### config.mk
export PLATFORM = sky130hd
export DESIGN_NAME = antialiased_line_rasterizer_top
export DESIGN_NICKNAME = d
export VERILOG_FILES = /design/src/rtl/alr_pkg.sv /design/src/rtl/alr_div.sv /design/src/rtl/antialiased_line_rasterizer_top.sv
export SDC_FILE = /design/constraint.sdc
export NUM_CORES = 2
export LEC_CHECK = 0
export BUFFER_PORTS_ARGS = -buffer_cell sky130_fd_sc_hd__clkbuf_2
export CAP_MARGIN = 25
export CORE_MARGIN = 4
export CORE_UTILIZATION = 40
export CTS_BUF_LIST = sky130_fd_sc_hd__clkbuf_16
export DETAILED_ROUTE_END_ITERATION = 8
export GPL_ROUTABILITY_DRIVEN = 0
export PLACE_DENSITY = 0.65
export SLEW_MARGIN = 20
export SYNTH_ARGS = -nofsm -noshare
export SYNTH_HDL_FRONTEND = slang
export SYNTH_SLANG_ARGS = --single-unit
export TNS_END_PERCENT = 5
### constraint.sdc
create_clock -name clk -period 20 [get_ports clk]
set_input_delay 3 -clock clk [delete_from_list [all_inputs] [get_ports clk]]
set_output_delay 3 -clock clk [all_outputs]
set_load 0.1 [all_outputs]
### src/rtl/alr_pkg.sv
// ----------------------------------------------------------------------------
// alr_pkg
// shared widths and constants for the anti-aliased line rasteriser
// ----------------------------------------------------------------------------
package alr_pkg;

	localparam int FRAC_BITS  = 8;
	localparam int COORD_BITS = 16;
	localparam int IN_W       = COORD_BITS + FRAC_BITS;   // endpoint width
	localparam int PIX_W      = COORD_BITS + 1;           // pixel coordinate width
	localparam int WGT_W      = 9;                        // weight 0..256
	localparam int SLOPE_FRAC = 16;
	localparam int SLOPE_W    = SLOPE_FRAC + 2;           // signed, -1..1

	// gradient divider
	localparam int DIV_DEN_W  = IN_W + 1;                 // major span
	localparam int DIV_NUM_W  = DIV_DEN_W + SLOPE_FRAC + 1;
	localparam int DIV_Q_W    = SLOPE_FRAC + 1;           // quotient <= 1.0
	localparam int DIV_CNT_W  = $clog2(DIV_Q_W + 1);

endpackage

### src/rtl/alr_div.sv
// ----------------------------------------------------------------------------
// alr_div
// restoring divider, one quotient bit per cycle, for the line gradient
// ----------------------------------------------------------------------------
module alr_div (
	input  logic                            clk,
	input  logic                            arst_n,
	input  logic                            start,
	input  logic [alr_pkg::DIV_NUM_W-1:0]   num,
	input  logic [alr_pkg::DIV_DEN_W-1:0]   den,
	output logic                            done,
	output logic [alr_pkg::DIV_Q_W-1:0]     quot
);
	import alr_pkg::*;

	logic [DIV_DEN_W-1:0] rem_q;
	logic [DIV_Q_W-1:0]   sh_q;
	logic [DIV_CNT_W-1:0] cnt_q;
	logic                 run_q;
	logic                 done_q;
	logic [DIV_DEN_W:0]   rem2;
	logic [DIV_DEN_W:0]   sub;
	logic                 ge;

	assign rem2 = {rem_q, sh_q[DIV_Q_W-1]};
	assign ge   = rem2 >= {1'b0, den};
	assign sub  = rem2 - {1'b0, den};

	always_ff @(posedge clk or negedge arst_n) begin
		if (!arst_n) begin
			run_q  <= 1'b0;
			cnt_q  <= '0;
			done_q <= 1'b0;
		end else begin
			done_q <= run_q && (cnt_q == DIV_CNT_W'(1));
			if (start) begin
				run_q <= 1'b1;
				cnt_q <= DIV_CNT_W'(DIV_Q_W);
			end else if (run_q) begin
				cnt_q <= cnt_q - 1'b1;
				if (cnt_q == DIV_CNT_W'(1))
					run_q <= 1'b0;
			end
		end
	end

	always_ff @(posedge clk) begin
		if (start) begin
			rem_q <= num[DIV_NUM_W-1:DIV_Q_W];
			sh_q  <= num[DIV_Q_W-1:0];
		end else if (run_q) begin
			rem_q <= ge ? sub[DIV_DEN_W-1:0] : rem2[DIV_DEN_W-1:0];
			sh_q  <= {sh_q[DIV_Q_W-2:0], ge};
		end
	end

	assign done = done_q;
	assign quot = sh_q;

endmodule

### src/rtl/antialiased_line_rasterizer_top.sv
// ----------------------------------------------------------------------------
// antialiased_line_rasterizer_top
// wu anti-aliased line generator, one column pair per advance transfer
// ----------------------------------------------------------------------------
// a new-line transfer (req_type 0) holds the request side through four set-up
// steps, a wait on the bit-serial gradient divider (skipped for a zero major
// span) and five steps per endpoint on one shared 18x10 multiplier; the start
// column is on the result side in the cycle after the last endpoint step. an
// advance transfer (req_type 1) produces its column in the next cycle, so
// advances run at one per cycle while results are taken.
// req_stall is high during the set-up sequence and while a result waits
// stalled.
module antialiased_line_rasterizer_top (
	input  logic                                 clk,
	input  logic                                 arst_n,
	input  logic                                 req_valid,
	output logic                                 req_stall,
	input  logic                                 req_type,
	input  logic signed [alr_pkg::IN_W-1:0]      start_x,
	input  logic signed [alr_pkg::IN_W-1:0]      start_y,
	input  logic signed [alr_pkg::IN_W-1:0]      end_x,
	input  logic signed [alr_pkg::IN_W-1:0]      end_y,
	output logic                                 res_valid,
	input  logic                                 res_stall,
	output logic signed [alr_pkg::PIX_W-1:0]     pixel_x,
	output logic signed [alr_pkg::PIX_W-1:0]     pixel_y,
	output logic [alr_pkg::WGT_W-1:0]            weight_first,
	output logic [alr_pkg::WGT_W-1:0]            weight_second,
	output logic                                 minor_is_x,
	output logic                                 last_column
);
	import alr_pkg::*;

	localparam int COL_W = PIX_W + 1;     // column with headroom for compares
	localparam int YE_W  = IN_W + 10;     // minor coordinate, 16 fraction bits
	localparam int ACC_W = 40;
	localparam int MUL_W = SLOPE_W + 10;

	typedef enum logic [10:0] {
		ST_IDLE  = 11'b000_0000_0001,
		ST_SWAP  = 11'b000_0000_0010,
		ST_ORDER = 11'b000_0000_0100,
		ST_DIFF  = 11'b000_0000_1000,
		ST_DIVS  = 11'b000_0001_0000,
		ST_DIVW  = 11'b000_0010_0000,
		ST_EPA   = 11'b000_0100_0000,
		ST_EPB   = 11'b000_1000_0000,
		ST_EPC   = 11'b001_0000_0000,
		ST_EPD   = 11'b010_0000_0000,
		ST_EPE   = 11'b100_0000_0000
	} state_t;

	state_t state_q;

	// captured endpoints and the swapped/ordered major (m) and minor (n) axes
	logic signed [IN_W-1:0]      rx0_q, ry0_q, rx1_q, ry1_q;
	logic signed [IN_W-1:0]      m0_q, n0_q, m1_q, n1_q;
	logic [DIV_DEN_W-1:0]        dx_q;
	logic signed [DIV_DEN_W-1:0] dy_q;
	logic                        dneg_q;

	// line state
	logic                        busy_q;
	logic                        phase2_q;     // 0: end column pending, 1: interior
	logic                        steep_q;
	logic signed [SLOPE_W-1:0]   slope_q;
	logic signed [ACC_W-1:0]     acc_q;
	logic signed [COL_W-1:0]     col_now_q, col_end_q;
	logic [PIX_W-1:0]            ep_minor_q;
	logic [WGT_W-1:0]            ep_w1_q, ep_w2_q;

	// endpoint sequence working registers
	logic                        sel_q;        // 0: start endpoint, 1: end endpoint
	logic signed [COL_W-1:0]     col_q;
	logic [WGT_W-1:0]            gap_q;
	logic signed [MUL_W-1:0]     prod_q;
	logic signed [YE_W-1:0]      ye_q;
	logic [WGT_W-1:0]            w1_q;
	logic signed [COL_W-1:0]     sc_col_q;
	logic [PIX_W-1:0]            sc_minor_q;
	logic [WGT_W-1:0]            sc_w1_q, sc_w2_q;

	// result register
	logic                        res_valid_q;
	logic [PIX_W-1:0]            px_q, py_q;
	logic [WGT_W-1:0]            wf_q, ws_q;
	logic                        mx_q, last_q;

	logic in_xfer, res_xfer, new_line, advance;

	assign req_stall = (state_q != ST_IDLE) || (res_valid_q && res_stall);
	assign in_xfer   = req_valid && !req_stall;
	assign res_xfer  = res_valid_q && !res_stall;
	assign new_line  = in_xfer && !req_type;
	assign advance   = in_xfer && req_type && busy_q;

	// ---- set-up arithmetic ----
	logic signed [DIV_DEN_W-1:0] ddx, ddy;
	logic [DIV_DEN_W-1:0]        adx, ady, abs_dy;
	assign ddx    = {rx1_q[IN_W-1], rx1_q} - {rx0_q[IN_W-1], rx0_q};
	assign ddy    = {ry1_q[IN_W-1], ry1_q} - {ry0_q[IN_W-1], ry0_q};
	assign adx    = ddx[DIV_DEN_W-1] ? DIV_DEN_W'(-ddx) : DIV_DEN_W'(ddx);
	assign ady    = ddy[DIV_DEN_W-1] ? DIV_DEN_W'(-ddy) : DIV_DEN_W'(ddy);
	assign abs_dy = dy_q[DIV_DEN_W-1] ? DIV_DEN_W'(-dy_q) : DIV_DEN_W'(dy_q);

	// gradient divider, dividend taken straight from the span registers
	logic                div_start, div_done;
	logic [DIV_NUM_W-1:0] div_num;
	logic [DIV_Q_W-1:0]  div_quot;
	assign div_start = (state_q == ST_DIVS) && (dx_q != '0);
	assign div_num   = DIV_NUM_W'({abs_dy, {SLOPE_FRAC{1'b0}}}) + DIV_NUM_W'(dx_q >> 1);

	alr_div u_div (
		.clk    (clk),
		.arst_n (arst_n),
		.start  (div_start),
		.num    (div_num),
		.den    (dx_q),
		.done   (div_done),
		.quot   (div_quot)
	);

	// ---- endpoint arithmetic ----
	logic signed [IN_W-1:0]  ep_m, ep_n;
	logic signed [IN_W:0]    mh, mneg;
	logic signed [COL_W-1:0] col_pos, col_neg;
	logic signed [IN_W+1:0]  diff;
	logic signed [MUL_W-1:0] prod_neg;
	logic [MUL_W-1:0]        rnd_mag;
	logic signed [YE_W-1:0]  rnd_ye;
	logic [SLOPE_FRAC-1:0]   frac_e;
	logic [SLOPE_FRAC:0]     rfrac_e;
	logic [MUL_W-1:0]        wsum;

	assign ep_m    = sel_q ? m1_q : m0_q;
	assign ep_n    = sel_q ? n1_q : n0_q;
	assign mh      = {ep_m[IN_W-1], ep_m} + (IN_W+1)'(128);
	assign mneg    = (IN_W+1)'(128) - {ep_m[IN_W-1], ep_m};
	assign col_pos = COL_W'(mh >>> FRAC_BITS);
	assign col_neg = -COL_W'(mneg >>> FRAC_BITS);
	assign diff    = {col_q, {FRAC_BITS{1'b0}}} - {{2{ep_m[IN_W-1]}}, ep_m};
	assign prod_neg = -prod_q;
	assign rnd_mag  = prod_q[MUL_W-1] ? (MUL_W'(prod_neg + MUL_W'(128)) >> FRAC_BITS)
	                                  : (MUL_W'(prod_q + MUL_W'(128)) >> FRAC_BITS);
	assign rnd_ye   = prod_q[MUL_W-1] ? -YE_W'(rnd_mag) : YE_W'(rnd_mag);
	assign frac_e   = ye_q[SLOPE_FRAC-1:0];
	assign rfrac_e  = (SLOPE_FRAC+1)'(1 << SLOPE_FRAC) - {1'b0, frac_e};

	// shared multiplier
	logic signed [SLOPE_W-1:0] mul_a;
	logic signed [9:0]         mul_b;
	logic signed [MUL_W-1:0]   mul_p;
	always_comb begin
		case (state_q)
			ST_EPB: begin
				mul_a = slope_q;
				mul_b = diff[9:0];
			end
			ST_EPD: begin
				mul_a = SLOPE_W'({1'b0, rfrac_e});
				mul_b = {1'b0, gap_q};
			end
			ST_EPE: begin
				mul_a = SLOPE_W'({1'b0, frac_e});
				mul_b = {1'b0, gap_q};
			end
			default: begin
				mul_a = '0;
				mul_b = '0;
			end
		endcase
	end
	assign mul_p = mul_a * mul_b;
	assign wsum  = MUL_W'(mul_p) + MUL_W'(1 << (SLOPE_FRAC - 1));

	// ---- interior column ----
	logic [SLOPE_FRAC-1:0]   frac_i;
	logic [SLOPE_FRAC:0]     rfrac_i;
	logic [SLOPE_FRAC:0]     wi1_sum, wi2_sum;
	logic signed [COL_W-1:0] col_next;
	assign frac_i   = acc_q[SLOPE_FRAC-1:0];
	assign rfrac_i  = (SLOPE_FRAC+1)'(1 << SLOPE_FRAC) - {1'b0, frac_i};
	assign wi1_sum  = rfrac_i + (SLOPE_FRAC+1)'(128);
	assign wi2_sum  = {1'b0, frac_i} + (SLOPE_FRAC+1)'(128);
	assign col_next = col_now_q + COL_W'(1);

	// ---- sequencer ----
	always_ff @(posedge clk or negedge arst_n) begin
		if (!arst_n) begin
			state_q  <= ST_IDLE;
			busy_q   <= 1'b0;
			phase2_q <= 1'b0;
			sel_q    <= 1'b0;
		end else begin
			case (state_q)
				ST_IDLE: begin
					if (new_line) begin
						busy_q  <= 1'b0;
						state_q <= ST_SWAP;
					end else if (advance) begin
						if (!phase2_q) begin
							if (col_now_q >= col_end_q)
								busy_q <= 1'b0;
							else
								phase2_q <= 1'b1;
						end else if (col_next >= col_end_q) begin
							busy_q   <= 1'b0;
							phase2_q <= 1'b0;
						end
					end
				end
				ST_SWAP:  state_q <= ST_ORDER;
				ST_ORDER: state_q <= ST_DIFF;
				ST_DIFF:  state_q <= ST_DIVS;
				ST_DIVS: begin
					sel_q   <= 1'b0;
					state_q <= (dx_q == '0) ? ST_EPA : ST_DIVW;
				end
				ST_DIVW:  if (div_done) state_q <= ST_EPA;
				ST_EPA:   state_q <= ST_EPB;
				ST_EPB:   state_q <= ST_EPC;
				ST_EPC:   state_q <= ST_EPD;
				ST_EPD:   state_q <= ST_EPE;
				ST_EPE: begin
					if (!sel_q) begin
						sel_q   <= 1'b1;
						state_q <= ST_EPA;
					end else begin
						busy_q   <= 1'b1;
						phase2_q <= 1'b0;
						state_q  <= ST_IDLE;
					end
				end
				default: state_q <= ST_IDLE;
			endcase
		end
	end

	// ---- datapath ----
	always_ff @(posedge clk) begin
		case (state_q)
			ST_IDLE: begin
				if (new_line) begin
					rx0_q <= start_x;
					ry0_q <= start_y;
					rx1_q <= end_x;
					ry1_q <= end_y;
				end else if (advance && phase2_q) begin
					col_now_q <= col_next;
					acc_q     <= acc_q + ACC_W'(slope_q);
				end
			end
			ST_SWAP: begin
				steep_q <= ady > adx;
				if (ady > adx) begin
					m0_q <= ry0_q; n0_q <= rx0_q;
					m1_q <= ry1_q; n1_q <= rx1_q;
				end else begin
					m0_q <= rx0_q; n0_q <= ry0_q;
					m1_q <= rx1_q; n1_q <= ry1_q;
				end
			end
			ST_ORDER: begin
				if (m0_q > m1_q) begin
					m0_q <= m1_q; n0_q <= n1_q;
					m1_q <= m0_q; n1_q <= n0_q;
				end
			end
			ST_DIFF: begin
				dx_q <= DIV_DEN_W'({m1_q[IN_W-1], m1_q} - {m0_q[IN_W-1], m0_q});
				dy_q <= {n1_q[IN_W-1], n1_q} - {n0_q[IN_W-1], n0_q};
			end
			ST_DIVS: begin
				dneg_q <= dy_q[DIV_DEN_W-1];
				if (dx_q == '0)
					slope_q <= SLOPE_W'(1 << SLOPE_FRAC);
			end
			ST_DIVW: begin
				if (div_done)
					slope_q <= dneg_q ? -SLOPE_W'(div_quot) : SLOPE_W'(div_quot);
			end
			ST_EPA: begin
				col_q <= ep_m[IN_W-1] ? col_neg : col_pos;
				gap_q <= WGT_W'(256) - WGT_W'(mh[FRAC_BITS-1:0]);
			end
			ST_EPB: prod_q <= mul_p;
			ST_EPC: ye_q <= {{(YE_W-IN_W-FRAC_BITS){ep_n[IN_W-1]}}, ep_n, {FRAC_BITS{1'b0}}}
			              + rnd_ye;
			ST_EPD: w1_q <= wsum[SLOPE_FRAC+WGT_W-1:SLOPE_FRAC];
			ST_EPE: begin
				if (!sel_q) begin
					sc_col_q   <= col_q;
					sc_minor_q <= ye_q[SLOPE_FRAC+PIX_W-1:SLOPE_FRAC];
					sc_w1_q    <= w1_q;
					sc_w2_q    <= wsum[SLOPE_FRAC+WGT_W-1:SLOPE_FRAC];
					acc_q      <= ACC_W'(ye_q) + ACC_W'(slope_q);
					col_now_q  <= col_q + COL_W'(1);
				end else begin
					col_end_q  <= col_q;
					ep_minor_q <= ye_q[SLOPE_FRAC+PIX_W-1:SLOPE_FRAC];
					ep_w1_q    <= w1_q;
					ep_w2_q    <= wsum[SLOPE_FRAC+WGT_W-1:SLOPE_FRAC];
				end
			end
			default: ;
		endcase
	end

	// ---- result register ----
	logic               load;
	logic [PIX_W-1:0]   e_col, e_minor;
	logic [WGT_W-1:0]   e_w1, e_w2;
	logic               e_last;

	always_comb begin
		load    = 1'b0;
		e_col   = PIX_W'(sc_col_q);
		e_minor = sc_minor_q;
		e_w1    = sc_w1_q;
		e_w2    = sc_w2_q;
		e_last  = 1'b0;
		if (state_q == ST_EPE && sel_q) begin
			load = 1'b1;
		end else if (advance && !phase2_q) begin
			load    = 1'b1;
			e_col   = PIX_W'(col_end_q);
			e_minor = ep_minor_q;
			e_w1    = ep_w1_q;
			e_w2    = ep_w2_q;
			e_last  = col_now_q >= col_end_q;
		end else if (advance) begin
			load    = 1'b1;
			e_col   = PIX_W'(col_now_q);
			e_minor = acc_q[SLOPE_FRAC+PIX_W-1:SLOPE_FRAC];
			e_w1    = wi1_sum[SLOPE_FRAC:FRAC_BITS];
			e_w2    = wi2_sum[SLOPE_FRAC:FRAC_BITS];
			e_last  = col_next >= col_end_q;
		end
	end

	always_ff @(posedge clk or negedge arst_n) begin
		if (!arst_n)
			res_valid_q <= 1'b0;
		else if (load)
			res_valid_q <= 1'b1;
		else if (res_xfer)
			res_valid_q <= 1'b0;
	end

	always_ff @(posedge clk) begin
		if (load) begin
			px_q   <= steep_q ? e_minor : e_col;
			py_q   <= steep_q ? e_col : e_minor;
			wf_q   <= e_w1;
			ws_q   <= e_w2;
			mx_q   <= steep_q;
			last_q <= e_last;
		end
	end

	assign res_valid     = res_valid_q;
	assign pixel_x       = px_q;
	assign pixel_y       = py_q;
	assign weight_first  = wf_q;
	assign weight_second = ws_q;
	assign minor_is_x    = mx_q;
	assign last_column   = last_q;

endmodule

* After elaboration in Yosys (flattened, before gate mapping) *
Index checks and enable logic that the tools add are counted.

word-level totals
  register bits after elaboration = 641
  input port bits = 101
  word-level logic and storage cells = 225

operators by class
  add/sub/neg operators = 30
  multiply operators = 1
  order comparisons = 5
  equal/unequal tests = 25
  mux-type cells = 85
  bitwise operators = 1
  reductions and logical operators = 34

operators by type and width
  operator                                            number
  2-to-1 mux 24 bit                                   10
  one-hot mux 24 bit (2 select lines)                 4
  2-to-1 mux 17 bit                                   10
  2-to-1 mux 25 bit                                   6
  2-to-1 mux 18 bit                                   7
  one-hot mux 11 bit (11 select lines)                1
  2-to-1 mux 40 bit                                   3
  subtractor 24 x 24 -> 25 bit                        4
  one-hot mux 40 bit (2 select lines)                 1
  negation 25 bit                                     3
  one-hot mux 18 bit (2 select lines)                 2
  adder 28 x 9 -> 28 bit, second input constant       2
  2-to-1 mux 9 bit                                    6
  one-hot mux 18 bit (3 select lines)                 1
  adder 41 x 24 -> 42 bit                             1
  adder 40 x 18 -> 40 bit                             1
  adder 18 x 2 -> 18 bit, second input constant       2
  >= comparator 18 bit                                2
  negation 17 -> 18 bit                               2
  adder 34 x 18 -> 35 bit                             1
  adder 34 bit                                        1
  2-to-1 mux 34 bit                                   1
  negation 20 -> 34 bit                               1
  subtractor 17 x 16 -> 17 bit, first input constant  2
  50 further kinds                                    107

* Logic depth before layout (Yosys ltp) *
  depth after elaboration = 10
  depth in mapped cells = 39

* By module *
From an unflattened synthesis, not the netlist that was laid out.

unflattened totals
  cells, all modules = 5,430
  area total of the unflattened synthesis = 51,582.0 um^2

modules (own cells, without submodules)
  module                           times used  cells each  area each (um^2)  sequential area each (um^2)
  antialiased_line_rasterizer_top  1           5,009       47,732.0          17,463.0
  alr_div                          1           421         3,849.9           1,436.4

* Worst setup path before layout *
OpenSTA, ideal clock, no wires.

  kind = register to register
  start = reg sel_q
  end = reg ep_w2_q[7], data pin
  setup time = 0.273 ns
  arrival = 9.181 ns
  data required time = 19.727 ns
  setup slack = 10.546 ns
  cell stages (with the launch flop) = 40
  path through = dfrtp_1 -> buf_2 -> buf_1 -> clkbuf_1 -> buf_1 -> clkbuf_1 -> clkbuf_1 -> buf_1 -> mux2i_1 -> ha_1 -> o211ai_1 -> nor2_1 -> xnor2_1 -> nor2_1 -> a21oi_1 -> inv_1 -> a21boi_0 -> clkbuf_1 -> [4 not listed] -> inv_1 -> fa_1 -> fa_1 -> inv_1 -> fa_1 -> inv_1 -> ha_1 -> a21o_1 -> a21o_1 -> a21o_1 -> nor3_1 -> a21oi_1 -> a211oi_1 -> xnor2_1 -> and3_1 -> and2_1 -> nand4_1 -> xnor2_1

between the ends
  longest elaborated chain between the ends = 5

ends and longest elaborated chain
  item                                 line                                    RTL
  start, declared                      antialiased_line_rasterizer_top.sv:73   logic sel_q;
  start signal, assigned               antialiased_line_rasterizer_top.sv:193  sel_q <= 1'b0;
  start signal, assigned               antialiased_line_rasterizer_top.sv:216  sel_q <= 1'b0;
  start signal, assigned               antialiased_line_rasterizer_top.sv:226  sel_q <= 1'b1;
  2-to-1 mux 24 bit                    antialiased_line_rasterizer_top.sv:135  assign ep_m = sel_q ? m1_q : m0_q;
  subtractor 10 bit                    antialiased_line_rasterizer_top.sv:141  assign diff = {col_q, {FRAC_BITS{1'b0}}} - {{2{ep_m[IN_W-1]}}, ep_m};
  net diff[6]                          antialiased_line_rasterizer_top.sv:127  logic signed [IN_W+1:0] diff;
  one-hot mux 10 bit (2 select lines)  antialiased_line_rasterizer_top.sv:154  case (state_q)
  multiplier 18 x 10 -> 28 bit         antialiased_line_rasterizer_top.sv:173  assign mul_p = mul_a * mul_b;
  net mul_p[20]                        antialiased_line_rasterizer_top.sv:152  logic signed [MUL_W-1:0] mul_p;
  adder 25 x 17 -> 25 bit              antialiased_line_rasterizer_top.sv:174  assign wsum = MUL_W'(mul_p) + MUL_W'(1 << (SLOPE_FRAC - 1));
  net wsum[23]                         antialiased_line_rasterizer_top.sv:133  logic [MUL_W-1:0] wsum;
  end signal, assigned                 antialiased_line_rasterizer_top.sv:302  ep_w2_q <= wsum[SLOPE_FRAC+WGT_W-1:SLOPE_FRAC];
  end, declared                        antialiased_line_rasterizer_top.sv:70   logic [WGT_W-1:0] ep_w1_q, ep_w2_q;

The timed path passes the listed nets, and every way through them passes these cells.
A chain may end at the register's enable or synchronous reset.

* Worst setup path after layout *
  start = reg state_q[1]
  end = reg w1_q[7], data pin

between the ends
  longest elaborated chain between the ends = 5

ends and longest elaborated chain
  item                                                               line                                    RTL
  start, declared                                                    antialiased_line_rasterizer_top.sv:53   state_t state_q;
  start signal, assigned                                             antialiased_line_rasterizer_top.sv:217  state_q <= (dx_q == '0) ? ST_EPA : ST_DIVW;
  == test 11 bit / == test 11 x 10 -> 1 bit (equally long branches)  antialiased_line_rasterizer_top.sv:154
  OR reduction 2 bit (no line)                                       --
  one-hot mux 10 bit (2 select lines)                                antialiased_line_rasterizer_top.sv:154
  multiplier 18 x 10 -> 28 bit *                                     antialiased_line_rasterizer_top.sv:173
  net mul_p[20]                                                      antialiased_line_rasterizer_top.sv:152
  adder 25 x 17 -> 25 bit *                                          antialiased_line_rasterizer_top.sv:174
  net wsum[23]                                                       antialiased_line_rasterizer_top.sv:133
  end signal, assigned                                               antialiased_line_rasterizer_top.sv:289  ST_EPD: w1_q <= wsum[SLOPE_FRAC+WGT_W-1:SLOPE_FRAC];
  end, declared                                                      antialiased_line_rasterizer_top.sv:78   logic [WGT_W-1:0] w1_q;

The timed path passes the listed nets; every way through them passes the cells marked *.

==> impl_metrics.yaml <==
critical_path:
  critPathRequiredTime_ns: 20.45
  cp_top_family: "adder cells"
  critPathMaxStageDelay_ns: 0.75
  cp-start-kind: "flip-flop"
  end_kind: "flip-flop"
  worst-r2r-setup-slack_ns: 10.24
  cp_slowest_cell: "inv_1"
  critPathBufInv: 5
  critPathArrivalTime_ns: 10.21
  critPathKind: "reg2reg"
  critPathMaxFanout: 23
cts:
  hold_buffers: 0
  htree_levels: 3
  clock_latency_ns: 0.68
  cts_tree: "built"
  numCtsBuffers: 74
  cts_sinks: 633
  cts_resized: 0
  cts-root-buf: "clkbuf_16"
  post_cts_buffers: 0
  cts_max_path_buffers: 3
  clkTransAtPathRegs_ns: 0.06
yosys:
  synth_cell_type_count: 89
  avgSynthCellArea_sq_um: 9.70
  synth_edf_count: 611
  seq_area_frac_synth: 0.384
  synthArstFlopShare: 0.0348
  synthCells: 5078
  syn-cell-area_sq_mm: 0.0492
  ys.flop_type: "edfxtp_1"
  synth-seq-cells: 633
  ys_warn_count: 0
  syn_nets: 5710
hold_path:
  hold_class: "reg2reg"
sta:
  rsz0062_at_grt: "no"
  hold_ws_ns: 0.445
  fin_crit_sh: 0.488
  maxSlewViolCount: 0
  hold_viol_final: 0
  min_period_ns: 9.76
  max_slew_margin: 0.255
  fin_skew_ns: 0.0263
  fmax_mhz: 102
  tns_ns: 0
  finalSetupViolCount: 0
  worst_pin_slew_ns: 1.11
  fin_ws_ns: 10.24
routing:
  drt_wl_total_um: 133000
  drt-pass1-iter-count: 9
  wl_per_cell_um: 19.3
  drt_iter0_drc: 3266
  via_per_inst: 5.51
  drcViolationCount: 0
  via_count: 37872
  detail-route-antenna-nets: 0
global_route:
  grt_pass1_wl_um: 208000
  grt_max_degree: 121
  grt_overflow_total: 0
  grt_use_total: 0.202
  antenna_found_initial: 2
  grt_pass1_vias: 36973
run:
  maxCapViolations: 0
floorplan:
  core_area_sq_mm: 0.122
  start_util: 0.403
  die_area_sq_mm: 0.129
  rows: 128
  dieHeight_um: 359
  ios: 157
  die_x_um: 359
run_status:
  status: "finished, final reports clean"
power_and_ir_drop:
  p_leak_nw: 22.4
  p_per_area_mw_per_mm2: 64.7
  vdd_drop_max_v: 0.0000942
  finalPower_mw: 3.51
place:
  portBuffers: 156
  dp_hpwl_um: 104000
  preCtsSetupSlack_ns: 10.32
finish:
  antenna_cells: 0
  layout_commonest_cell: "edfxtp_1"
  syn2layout_area_growth_pct: 10.1
  final_cell_mix: "edfxtp_1 (611), nand2_1 (528), inv_1 (457), nor2_1 (391), o21ai_0 (377)"
  drive_gt1_frac: 0.0702
  fin_nets: 5826
metal layers:
metal | global-route usage | wire length (um) | vias to the layer above
li1 | - | - | 18343
met1 | 0.284 | 60000 | 18017
met2 | 0.319 | 59000 | 1300
met3 | 0.0388 | 10500 | 212
met4 | 0.0523 | 3380 | 0
met5 | 0 | 0 | -
worst reg2reg max path: cells and delay by family, from the launching register on:
family / cells / cell delay, ns
XOR/XNOR: 2 / 0.55
AO/OA/AOI/OAI: 6 / 1.62
adder cells (fa/ha/maj): 6 / 3.02
flip-flops: 1 / 0.45
buffers and inverters: 5 / 1.11
AND/OR/NAND/NOR: 9 / 2.82
worst paths after layout:
| path | cells after the start | startpoint | end |
|---|---|---|---|
| setup / recovery | 28 | state_q[1] | w1_q[7] |
| hold / removal | 0 | w1_q[4] | ep_w1_q[4] |
| setup reg to reg | 28 | state_q[1] | w1_q[7] |
| hold reg to reg | 0 | w1_q[4] | ep_w1_q[4] |
| max in group asynchronous | 1 | arst_n | sel_q |
| min in group asynchronous | 1 | arst_n | u_div.cnt_q[3] |
registers in the layout (all words and copies together), names as in the netlist, 18 cells and up:
register,count
acc_q,33
col_end_q,18
col_now_q,18
col_q,18
dx_q,25
dy_q,25
m0_q,24
m1_q,24
n0_q,24
n1_q,24
prod_q,28
rx0_q,24
rx1_q,24
ry0_q,24
ry1_q,24
slope_q,18
u_div.rem_q,25
ye_q,33
Yosys cell counts (20+ instances only):
cell / number / area share
inv_1: 438 / 0.033
nand2_1: 529 / 0.040
fa_1: 164 / 0.067
xor2_1: 141 / 0.025
a31oi_1: 38 / 0.0048
and3_1: 31 / 0.0039
dfrtp_1: 21 / 0.011
nor2_1: 393 / 0.030
a21oi_1: 308 / 0.031
a211oi_1: 34 / 0.0052
edfxtp_1: 611 / 0.37
nand2b_1: 53 / 0.0067
clkbuf_1: 146 / 0.011
nor2b_1: 51 / 0.0065
and2_1: 21 / 0.0027
or2_2: 23 / 0.0029
ha_1: 367 / 0.093
xnor2_1: 282 / 0.050
o21ai_0: 378 / 0.038
nand3_1: 96 / 0.0098
or3_1: 43 / 0.0055
o21a_1: 67 / 0.010
nor3b_1: 20 / 0.0030
nor3_1: 75 / 0.0076
mux2i_1: 216 / 0.044
o31ai_1: 30 / 0.0046
a21o_1: 114 / 0.017
nor4_1: 32 / 0.0041
nand4_1: 37 / 0.0047
o21bai_1: 26 / 0.0040
power by group:
group,switching (mW),internal (mW)
logic,0.365,0.288
clock network,0.563,0.754
registers,0.0322,1.51
stage by stage:
stage / instances / area [sq um] / utilization
6_report: 6878 / 54200 / 0.444
5_1_grt: 6878 / 54200 / 0.444
4_1_cts: 6874 / 54200 / 0.444
3_5_place_dp: 6739 / 51900 / 0.425
3_3_place_gp: 6735 / 51800 / 0.425
2_1_floorplan: 5078 / 49200 / -
cells by family after synthesis:
family | after synthesis | share of synthesized area
AOI/OAI and AO/OA | 1190 | 0.149
muxes | 221 | 0.0451
buffers and inverters | 607 | 0.0466
xor gates and xnor gates | 423 | 0.0752
adders and majority gates | 531 | 0.160
and+or+nand+nor | 1473 | 0.140
DFF | 633 | 0.384
cell type report:
class,count,area (sq um)
Multi-Input combinational cell,3838,28100
Clock inverter,61,474
Timing Repair Buffer,205,1160
Fill cell,11688,67800
Sequential cell,633,18900
Inverter,442,1660
Tap cell,1625,2030
Clock buffer,74,1850
No activity file was read; power rests on OpenSTA's default activity.
